==> src/rtl/emc_pkg.sv <==
// ----------------------------------------------------------------------------
// emc_pkg
// Shared types, constants and mask tables for the 3x3 edge magnitude core.
// ----------------------------------------------------------------------------
package emc_pkg;

    localparam int MAX_WIDTH_DEF = 1024;
    localparam int MAX_HEIGHT    = 4096;

    localparam int CH_W   = 8;
    localparam int PIX_W  = 3 * CH_W;
    localparam int MODE_W = 2;
    localparam int WREG_W = 11;
    localparam int HREG_W = 13;
    localparam int ROW_W  = 13;
    localparam int CFG_W  = 13;
    localparam int IDX_W  = 2;

    typedef logic [PIX_W-1:0] t_pix;
    typedef logic [CH_W-1:0]  t_chan;

    // operator select
    localparam logic [MODE_W-1:0] MODE_CDIFF   = 2'd0;
    localparam logic [MODE_W-1:0] MODE_SOBEL   = 2'd1;
    localparam logic [MODE_W-1:0] MODE_ROBERTS = 2'd2;
    localparam logic [MODE_W-1:0] MODE_COMPASS = 2'd3;

    // register indexes
    localparam logic [IDX_W-1:0] REG_MODE   = 2'd0;
    localparam logic [IDX_W-1:0] REG_WIDTH  = 2'd1;
    localparam logic [IDX_W-1:0] REG_HEIGHT = 2'd2;

    localparam logic [MODE_W-1:0]  MODE_RST   = MODE_SOBEL;
    localparam logic [WREG_W-1:0]  WIDTH_RST  = 11'd640;
    localparam logic [HREG_W-1:0]  HEIGHT_RST = 13'd480;

    // x/10 == (x * 1639) >> 14 for 0 <= x <= 1275
    localparam logic [13:0] DIV10_MUL   = 14'd1639;
    localparam int          DIV10_SHIFT = 14;

    localparam logic signed [2:0] COMPASS [8][9] = '{
        '{ 3'sd1,  3'sd1,  3'sd1,  3'sd1, -3'sd2,  3'sd1, -3'sd1, -3'sd1, -3'sd1},
        '{ 3'sd1,  3'sd1,  3'sd1,  3'sd1, -3'sd2, -3'sd1,  3'sd1, -3'sd1, -3'sd1},
        '{ 3'sd1,  3'sd1, -3'sd1,  3'sd1, -3'sd2, -3'sd1,  3'sd1,  3'sd1, -3'sd1},
        '{ 3'sd1, -3'sd1, -3'sd1,  3'sd1, -3'sd2, -3'sd1,  3'sd1,  3'sd1,  3'sd1},
        '{-3'sd1, -3'sd1, -3'sd1,  3'sd1, -3'sd2,  3'sd1,  3'sd1,  3'sd1,  3'sd1},
        '{-3'sd1, -3'sd1,  3'sd1, -3'sd1, -3'sd2,  3'sd1,  3'sd1,  3'sd1,  3'sd1},
        '{-3'sd1,  3'sd1,  3'sd1, -3'sd1, -3'sd2,  3'sd1, -3'sd1,  3'sd1,  3'sd1},
        '{ 3'sd1,  3'sd1,  3'sd1, -3'sd1, -3'sd2,  3'sd1, -3'sd1, -3'sd1,  3'sd1}
    };

endpackage

==> src/rtl/emc_chan.sv <==
// ----------------------------------------------------------------------------
// emc_chan
// Edge operator for one color channel: gradients, squares, bit-serial
// square root and final scaling. Runs C_GRAD, C_SQ, C_ROOT and C_FIN in turn from start to done.
// ----------------------------------------------------------------------------
module emc_chan (
    input  logic                         i_clk,
    input  logic                         i_rst_n,
    input  logic                         i_start,
    input  logic [emc_pkg::MODE_W-1:0]   i_mode,
    input  emc_pkg::t_chan               i_p [9],
    output logic                         o_done,
    output emc_pkg::t_chan               o_res
);

    localparam logic [2:0] C_IDLE = 3'd0;
    localparam logic [2:0] C_GRAD = 3'd1;
    localparam logic [2:0] C_SQ   = 3'd2;
    localparam logic [2:0] C_ROOT = 3'd3;
    localparam logic [2:0] C_FIN  = 3'd4;

    logic [2:0]                     r_state;
    logic                           r_done;
    logic [emc_pkg::MODE_W-1:0]     r_mode;
    emc_pkg::t_chan                 r_p [9];
    logic signed [10:0]             r_gx, r_gy;
    logic [7:0]                     r_rob;
    logic signed [11:0]             r_sum [8];
    logic [10:0]                    r_best;
    logic [20:0]                    r_v, r_root, r_bit;
    emc_pkg::t_chan                 r_res;

    logic signed [10:0]             n_gx, n_gy;
    logic [7:0]                     n_rob;
    logic signed [11:0]             n_sum [8];
    logic signed [11:0]             n_max;
    logic signed [21:0]             sq_x, sq_y;
    logic [21:0]                    trial;
    logic [24:0]                    div_prod;
    logic [10:0]                    root_div;

    function automatic logic signed [10:0] ext11(input emc_pkg::t_chan v);
        ext11 = signed'({3'b000, v});
    endfunction

    function automatic logic [7:0] absdiff(input emc_pkg::t_chan a, input emc_pkg::t_chan b);
        absdiff = (a >= b) ? (a - b) : (b - a);
    endfunction

    // gradients, Roberts and compass responses
    always_comb begin
        logic signed [11:0] s;
        logic signed [11:0] pe;
        logic [7:0]         ra, rb;
        if (r_mode == emc_pkg::MODE_CDIFF) begin
            n_gx = ext11(r_p[3]) - ext11(r_p[5]);
            n_gy = ext11(r_p[1]) - ext11(r_p[7]);
        end else begin
            n_gx = ext11(r_p[0]) - ext11(r_p[2]) + (ext11(r_p[3]) <<< 1)
                 - (ext11(r_p[5]) <<< 1) + ext11(r_p[6]) - ext11(r_p[8]);
            n_gy = ext11(r_p[0]) + (ext11(r_p[1]) <<< 1) + ext11(r_p[2])
                 - ext11(r_p[6]) - (ext11(r_p[7]) <<< 1) - ext11(r_p[8]);
        end
        ra    = absdiff(r_p[4], r_p[8]);
        rb    = absdiff(r_p[5], r_p[7]);
        n_rob = (ra > rb) ? ra : rb;
        for (int k = 0; k < 8; k++) begin
            s = '0;
            for (int i = 0; i < 9; i++) begin
                pe = signed'({4'b0000, r_p[i]});
                if (emc_pkg::COMPASS[k][i] == 3'sd1) begin
                    s = s + pe;
                end else if (emc_pkg::COMPASS[k][i] == -3'sd1) begin
                    s = s - pe;
                end else begin
                    s = s - (pe <<< 1);
                end
            end
            n_sum[k] = s;
        end
    end

    always_comb begin
        n_max = r_sum[0];
        for (int k = 1; k < 8; k++) begin
            if (r_sum[k] > n_max) begin
                n_max = r_sum[k];
            end
        end
        if (n_max < 0) begin
            n_max = '0;
        end
    end

    assign sq_x     = r_gx * r_gx;
    assign sq_y     = r_gy * r_gy;
    assign trial    = {1'b0, r_root} + {1'b0, r_bit};
    assign div_prod = r_best * emc_pkg::DIV10_MUL;
    assign root_div = (r_mode == emc_pkg::MODE_CDIFF) ? (r_root[10:0] >> 1)
                                                      : (r_root[10:0] >> 3);

    always_ff @(posedge i_clk) begin
        if (!i_rst_n) begin
            r_state <= C_IDLE;
            r_done  <= 1'b0;
        end else begin
            unique case (r_state)
                C_IDLE: begin
                    if (i_start) begin
                        r_state <= C_GRAD;
                        r_done  <= 1'b0;
                    end
                end
                C_GRAD:  r_state <= C_SQ;
                C_SQ:    r_state <= C_ROOT;
                C_ROOT: begin
                    if (r_bit == 21'd1) begin
                        r_state <= C_FIN;
                    end
                end
                C_FIN: begin
                    r_state <= C_IDLE;
                    r_done  <= 1'b1;
                end
                default: r_state <= C_IDLE;
            endcase
        end
    end

    always_ff @(posedge i_clk) begin
        if (r_state == C_IDLE && i_start) begin
            r_p    <= i_p;
            r_mode <= i_mode;
        end
        if (r_state == C_GRAD) begin
            r_gx  <= n_gx;
            r_gy  <= n_gy;
            r_rob <= n_rob;
            r_sum <= n_sum;
        end
        if (r_state == C_SQ) begin
            r_v    <= 21'(unsigned'(sq_x + sq_y));
            r_best <= 11'(n_max);
            r_root <= '0;
            r_bit  <= 21'd1 << 20;
        end
        if (r_state == C_ROOT) begin
            if ({1'b0, r_v} >= trial) begin
                r_v    <= 21'({1'b0, r_v} - trial);
                r_root <= (r_root >> 1) + r_bit;
            end else begin
                r_root <= r_root >> 1;
            end
            r_bit <= r_bit >> 2;
        end
        if (r_state == C_FIN) begin
            unique case (r_mode)
                emc_pkg::MODE_CDIFF, emc_pkg::MODE_SOBEL:
                    r_res <= (root_div > 11'd255) ? 8'hFF : root_div[7:0];
                emc_pkg::MODE_ROBERTS:
                    r_res <= r_rob;
                default:
                    r_res <= 8'(div_prod >> emc_pkg::DIV10_SHIFT);
            endcase
        end
    end

    assign o_done = r_done;
    assign o_res  = r_res;

endmodule

==> config.mk <==
export PLATFORM = sky130hd
export DESIGN_NAME = emc_chan
export DESIGN_NICKNAME = d
export VERILOG_FILES = /design/src/rtl/emc_pkg.sv /design/src/rtl/emc_chan.sv
export SDC_FILE = /design/constraint.sdc
export NUM_CORES = 2
export LEC_CHECK = 0
export BUFFER_PORTS_ARGS = -buffer_cell sky130_fd_sc_hd__buf_2
export CORE_ASPECT_RATIO = 0.5
export CORE_MARGIN = 2
export CORE_UTILIZATION = 65
export DETAILED_ROUTE_END_ITERATION = 10
export PLACE_DENSITY = 0.82
export SYNTH_ARGS = -nofsm -noshare
export SYNTH_HDL_FRONTEND = slang
export SYNTH_SLANG_ARGS = --single-unit
==> constraint.sdc <==
create_clock -name i_clk -period 39.2 [get_ports i_clk]
set_input_delay 1.96 -clock i_clk [delete_from_list [all_inputs] [get_ports i_clk]]
set_output_delay 1.96 -clock i_clk [all_outputs]
set_load 0.02 [all_outputs]
# --- Word-level counts from Yosys, hierarchy flattened ---
# Index checks and enable logic that the tools add are counted.
totals:
  in_bits: 77
  wordCells: 167
  latchBits: 0
  ram_bits: 0
  rom_bits: 0
  memories: 0
  regBits: 276
op_classes:
  n_mul: 3
  reduce_logical: 8
  n_addsub: 77
  n_eq_ne: 9
  order_cmp: 13
  n_div: 0
  n_bitwise: 0
  shift: 0
  muxes: 28
op_table:
  columns: ["operator", "n"]
  rows:
  - ["12-bit by 9-bit adder with 12-bit output", 24]
  - ["12-bit by 9-bit subtractor with 12-bit output", 15]
  - ["21-bit two-way mux", 6]
  - ["12-bit greater-than comparator", 7]
  - ["12-bit two-way mux", 7]
  - ["12-bit by 10-bit subtractor with 12-bit output", 5]
  - ["11-bit by 11-bit multiplier with 21-bit output", 2]
  - ["19-bit two-way mux", 2]
  - ["8-bit by 8-bit subtractor with 9-bit output", 4]
  - ["11-bit by 9-bit subtractor with 11-bit output", 3]
  - ["8-bit two-way mux", 4]
  - ["8-bit subtractor", 4]
  - ["11-bit by 10-bit subtractor with 12-bit output", 2]
  - ["10-bit by 9-bit adder with 11-bit output", 2]
  - ["21-bit by 21-bit adder with 22-bit output", 1]
  - ["21-bit by 22-bit greater-or-equal comparator with 1-bit output", 1]
  - ["11-bit by 11-bit multiplier with 22-bit output, second input constant", 1]
  - ["11-bit two-way mux", 2]
  - ["11-bit by 10-bit subtractor with 11-bit output", 2]
  - ["20-bit by 21-bit adder with 21-bit output", 1]
  - ["21-bit adder", 1]
  - ["21-bit subtractor", 1]
  - ["9-bit by 9-bit subtractor with 10-bit output", 2]
  - ["8-bit greater-or-equal comparator", 2]
  - ["32 further kinds", 37]

# --- Longest topological paths before layout ---
depth:
  word_depth: 15
  ltp_mapped: 92
  depth_no_buf: 85

# --- Worst setup path before layout ---
# No wires, ideal clock.
synth_timing:
  path_kind: "register to register"
  from: "register r_sum[77] (netlist name)"
  to: "register r_best[10] (data pin)"
  path_buffers: 8
  period_less_slack_ps: 16155
  setup_slack_ps: 23045
  required_ps: 38938
  stages_incl_launch_ff: 84
  arrival_ps: 15892
  setup_time_ps: 262
  path_cell_list: "edfxtp_1 > ha_1 > a21oi_1 > o21a_1 > or2_1 > a31oi_1 > clkbuf_1 > clkbuf_1 > a21oi_1 > ha_1 > and4_1 > nand2_1 > a2111oi_0 > or2_2 > a21oi_1 > nor2_1 > buf_1 > mux2i_1 > [... 48 more ...] > nor2b_1 > o21a_1 > o21a_1 > o21ai_0 > nand2b_1 > a21oi_1 > nor2b_1 > o21ai_0 > nand2b_1 > a21oi_1 > nor2b_1 > o21ai_0 > a21oi_1 > a21o_1 > or4_1 > nand3_1 > buf_4 > a31oi_1"
synth_between:
  elab_chain_len: 15
synth_rtl:
  columns: ["item", "line_no", "text"]
  rows:
  - ["start: declaration", "emc_chan.sv:28", "logic signed [11:0] r_sum [8];"]
  - ["start signal: assignment", "emc_chan.sv:139", "r_sum <= n_sum;"]
  - ["12-bit greater-than comparator", "emc_chan.sv:86", "if (r_sum[k] > n_max) begin"]
  - ["12-bit two-way mux (*)", "emc_chan.sv:86", null]
  - ["12-bit greater-than comparator", "emc_chan.sv:86", null]
  - ["12-bit two-way mux (*)", "emc_chan.sv:86", null]
  - ["12-bit greater-than comparator", "emc_chan.sv:86", null]
  - ["12-bit two-way mux (*)", "emc_chan.sv:86", null]
  - ["12-bit greater-than comparator", "emc_chan.sv:86", null]
  - ["12-bit two-way mux (*)", "emc_chan.sv:86", null]
  - ["12-bit greater-than comparator", "emc_chan.sv:86", null]
  - ["12-bit two-way mux (*)", "emc_chan.sv:86", null]
  - ["12-bit greater-than comparator", "emc_chan.sv:86", null]
  - ["12-bit two-way mux (*)", "emc_chan.sv:86", null]
  - ["12-bit greater-than comparator", "emc_chan.sv:86", null]
  - ["12-bit two-way mux (*)", "emc_chan.sv:86", null]
  - ["12-bit by 1-bit < comparator with 1-bit output", "emc_chan.sv:90", "if (n_max < 0) begin"]
  - ["end signal: assignment", "emc_chan.sv:143", "r_best <= 11'(n_max);"]
  - ["end: declaration", "emc_chan.sv:29", "logic [10:0] r_best;"]
# Every way passes the cells marked *; elsewhere a longest branch is shown, timed or not.
# A chain may end at the register's enable or synchronous reset.

# --- Worst setup path in the final report ---
layout_timing:
  from: "register r_sum[83] (netlist name)"
  to: "register r_best[2] (data pin)"
# Same word-level chain as after synthesis.

==> summary.txt <==
Outcome
  – Status: finished clean

Route
  – DRT Wirelength: 112000 um
  – DR DRC count: 0
  – Routed len/inst: 22.1 um
  – Pre-antenna DRT Iters: 6
  – Vias per inst: 5.91
  – Via Count: 29800
  – DR iter-0 viols: 2671
  – Antenna viol nets, final: 0

Global routing
  – Initial antenna violation count: 4
  – GRT Total Usage: 0.350
  – First-pass GRT wire length: 176000 um
  – Pin count of the biggest net entering global routing: 76
  – GRT Residual Overflow: 0
  – Number of global-route vias before repair: 31700

Setup path
  – Crit. End Element: register
  – CP Max Fanout: 23
  – Top cell by count, worst path: ha_1
  – Setup CP Type: reg -> reg
  – Data arrival time of the critical path: 19400 ps
  – Critical path startpoint category: register
  – Critical-path top delay cell: nor2_1
  – Max incr delay on CP: 840 ps
  – Worst EP required: 39510 ps

Yosys
  – Yosys warnings: 0
  – EDFF count, synth: 250
  – Seq/Total Area, Yosys: 0.192
  – Synth Area per Inst: 10.1 um2
  – Post-synthesis simple-gate area fraction: 0.0743
  – Multiplexer share of the synthesized area: 0.0167
  – Synth Area in Adders: 0.464
  – Synth Flop Type: edfxtp_1
  – Post-Synth XOR/XNOR Area: 0.0541
  – Synthesized flop and latch total: 276
  – Largest family of logic cells by synthesized area: adder cells
  – Post-synthesis net count: 5377
  – Mapped Area: 41800 um2
  – Synth Instances: 4132
  – Post-synthesis cell type count: 79
  – Asr flop ratio synth: 0
  – Synth Area in Compound Gates: 0.104

Clock tree
  – Clk sinks: 276
  – CTS root buf: clkbuf_16
  – Worst skew pair latency: 620 ps
  – CTS clock-pin slew for the worst setup and hold paths: 70 ps
  – CTS resizes: 0
  – CTS tree: done
  – CTS Buf Count: 27
  – Hold Buf Count CTS: 0
  – Clk buf depth: 3
  – Post-CTS Setup Bufs: 0
  – Number of H-tree levels: 1

Timing
  – Final Max Slew Viols: 0
  – RSZ-0062 raised after global routing: no
  – Final Setup Violations: 0
  – Worst slew margin: 0.197
  – Max Clk Rate: 52.4 MHz
  – Worst Skew: 35.1 ps
  – Minimum clock period: 19080 ps
  – Worst-margin pin slew: 1200 ps
  – Fin crit share: 0.487
  – Final count of hold timing violations: 0
  – Setup TNS: 0 ps

Floorplanning
  – Initial core utilization: 0.661
  – Core Area: 63300 um2
  – Die area: 66500 um2
  – I/O pins: 86
  – Row cnt: 65
  – Die Y: 183 um
  – Die W: 363 um

Place
  – DP Wirelength: 93600 um
  – Placed cell areas: 43100 um2
  – DP Cell Count: 4997
  – Port Buffers: 85
  – Routability cong.: 1.03

Cells and area
  – Sequential standard cell area: 8030 um2
  – Area grow syn2layout: 5.42%
  – Final instance area: 44100 um2
  – Footprint of the multi-input gates: 29800 um2
  – Filler instances: 4593
  – Layout Nets: 5434
  – Antenna cells: 0
  – Share of cells above drive strength 1: 0.0473
  – Cell Count, Final, Fillers Out: 5044

Min path
  – Hold Path Class: reg -> reg

Job
  – Max cap viols: 0
[cells in the final DEF, fill, tap and decap left out, types with 9 or more instances in the layout]
cell type / synthesis / layout
o21ai_0: 130 / 130
or3_1: 13 / 13
a22oi_1: 12 / 12
xor2_1: 76 / 76
o31ai_1: 13 / 13
a211oi_1: 32 / 32
a31o_2: 9 / 9
nor2_1: 164 / 163
and3_1: 25 / 25
buf_4: 3 / 17
fa_1: 636 / 636
edfxtp_1: 250 / 250
a21o_1: 67 / 67
nand2_1: 164 / 164
o211ai_1: 9 / 9
dfxtp_1: 26 / 26
mux2_2: 16 / 16
nand3_1: 19 / 19
inv_1: 980 / 980
nand2b_1: 34 / 34
nor3_1: 14 / 14
nand4_1: 25 / 25
nor2b_1: 67 / 67
clkbuf_16: 0 / 27
o21bai_1: 71 / 71
and2_1: 59 / 59
mux2i_1: 45 / 45
a31oi_1: 31 / 29
o21a_1: 26 / 26
buf_2: 4 / 85
xnor2_1: 182 / 182
ha_1: 532 / 532
a21oi_1: 217 / 217
[registers in the layout, summed over array words and instances, names as in the netlist]
name and count:
o_done 1, o_res 8, r_best 11, r_bit 11, r_gx 11, r_gy 11
r_mode 2, r_p 72, r_rob 8, r_root 21, r_state 3, r_sum 96
r_v 21
[cell type report]
class | count | share of cell area
clock inverter | 17 | 0.00545
timing repair buffer | 102 | 0.0126
sequential | 276 | 0.182
tap | 837 | 0.0238
inverter | 981 | 0.0836
clock buffer | 30 | 0.0156
multi-input combinational | 2801 | 0.677
[cells in the mapped netlist, drive strengths merged (68+ instances only)]
master  count  area, um2
a21o       68        512
a21oi     217       1090
edfxtp    250       7510
fa        636      12700
ha        532       6660
inv       981       3680
nand2     165        622
nor2      164        616
o21ai     133        666
o21bai     71        533
xnor2     182       1590
xor2       76        666
[routing by layer]
metal	wire length, um	part of all wire	global-route usage	up-vias
met5	95	0.00085	0	-
met1	45600	0.41	0.472	14900
met4	4480	0.040	0.115	2
met2	51400	0.46	0.572	1221
met3	9960	0.089	0.0725	303
li1	-	-	-	13400
[worst max-delay path, delay by kind of cell, from the launching register on]
| kind | cells | cell delay [ps] |
|---|---|---|
| AO/OA/AOI/OAI | 28 | 6840 |
| adder cells (fa/ha/maj) | 7 | 2220 |
| buffers and inverters | 5 | 360 |
| flip-flops | 1 | 410 |
| multiplexers | 3 | 1010 |
| AND/OR/NAND/NOR | 31 | 7940 |
[logic make-up after synthesis]
family          after synthesis
compound gates              686
fa+ha+maj                  1168
mux                          64
buf+inv                    1055
simple gates                625
xor+xnor                    258
flops                       276
[worst paths after layout]
| kind | from | end | slack, ps | cells after the start |
|---|---|---|---|---|
| min | r_v[10]$_DFF_P_ | r_v[10]$_DFF_P_ | 550 | 2 |
| min reg2reg | r_v[10]$_DFF_P_ | r_v[10]$_DFF_P_ | 550 | 2 |
| max | r_sum[83]$_DFFE_PP_ | r_best[2]$_SDFFCE_PP0P_ | 20120 | 74 |
| max reg2reg | r_sum[83]$_DFFE_PP_ | r_best[2]$_SDFFCE_PP0P_ | 20120 | 74 |
[through the flow]
step	utilization	setup WS, ps	hold slack [ps]
CTS	0.696	20340	545
global route	0.696	18510	568
floorplan	-	23050	495
global placement	0.682	20840	513
detailed placement	0.682	20370	528
finish	0.696	20120	546
Power is left out: the tool's default activity adds up to more than one toggle a clock period on the data nets, which glitch-free logic cannot reach.
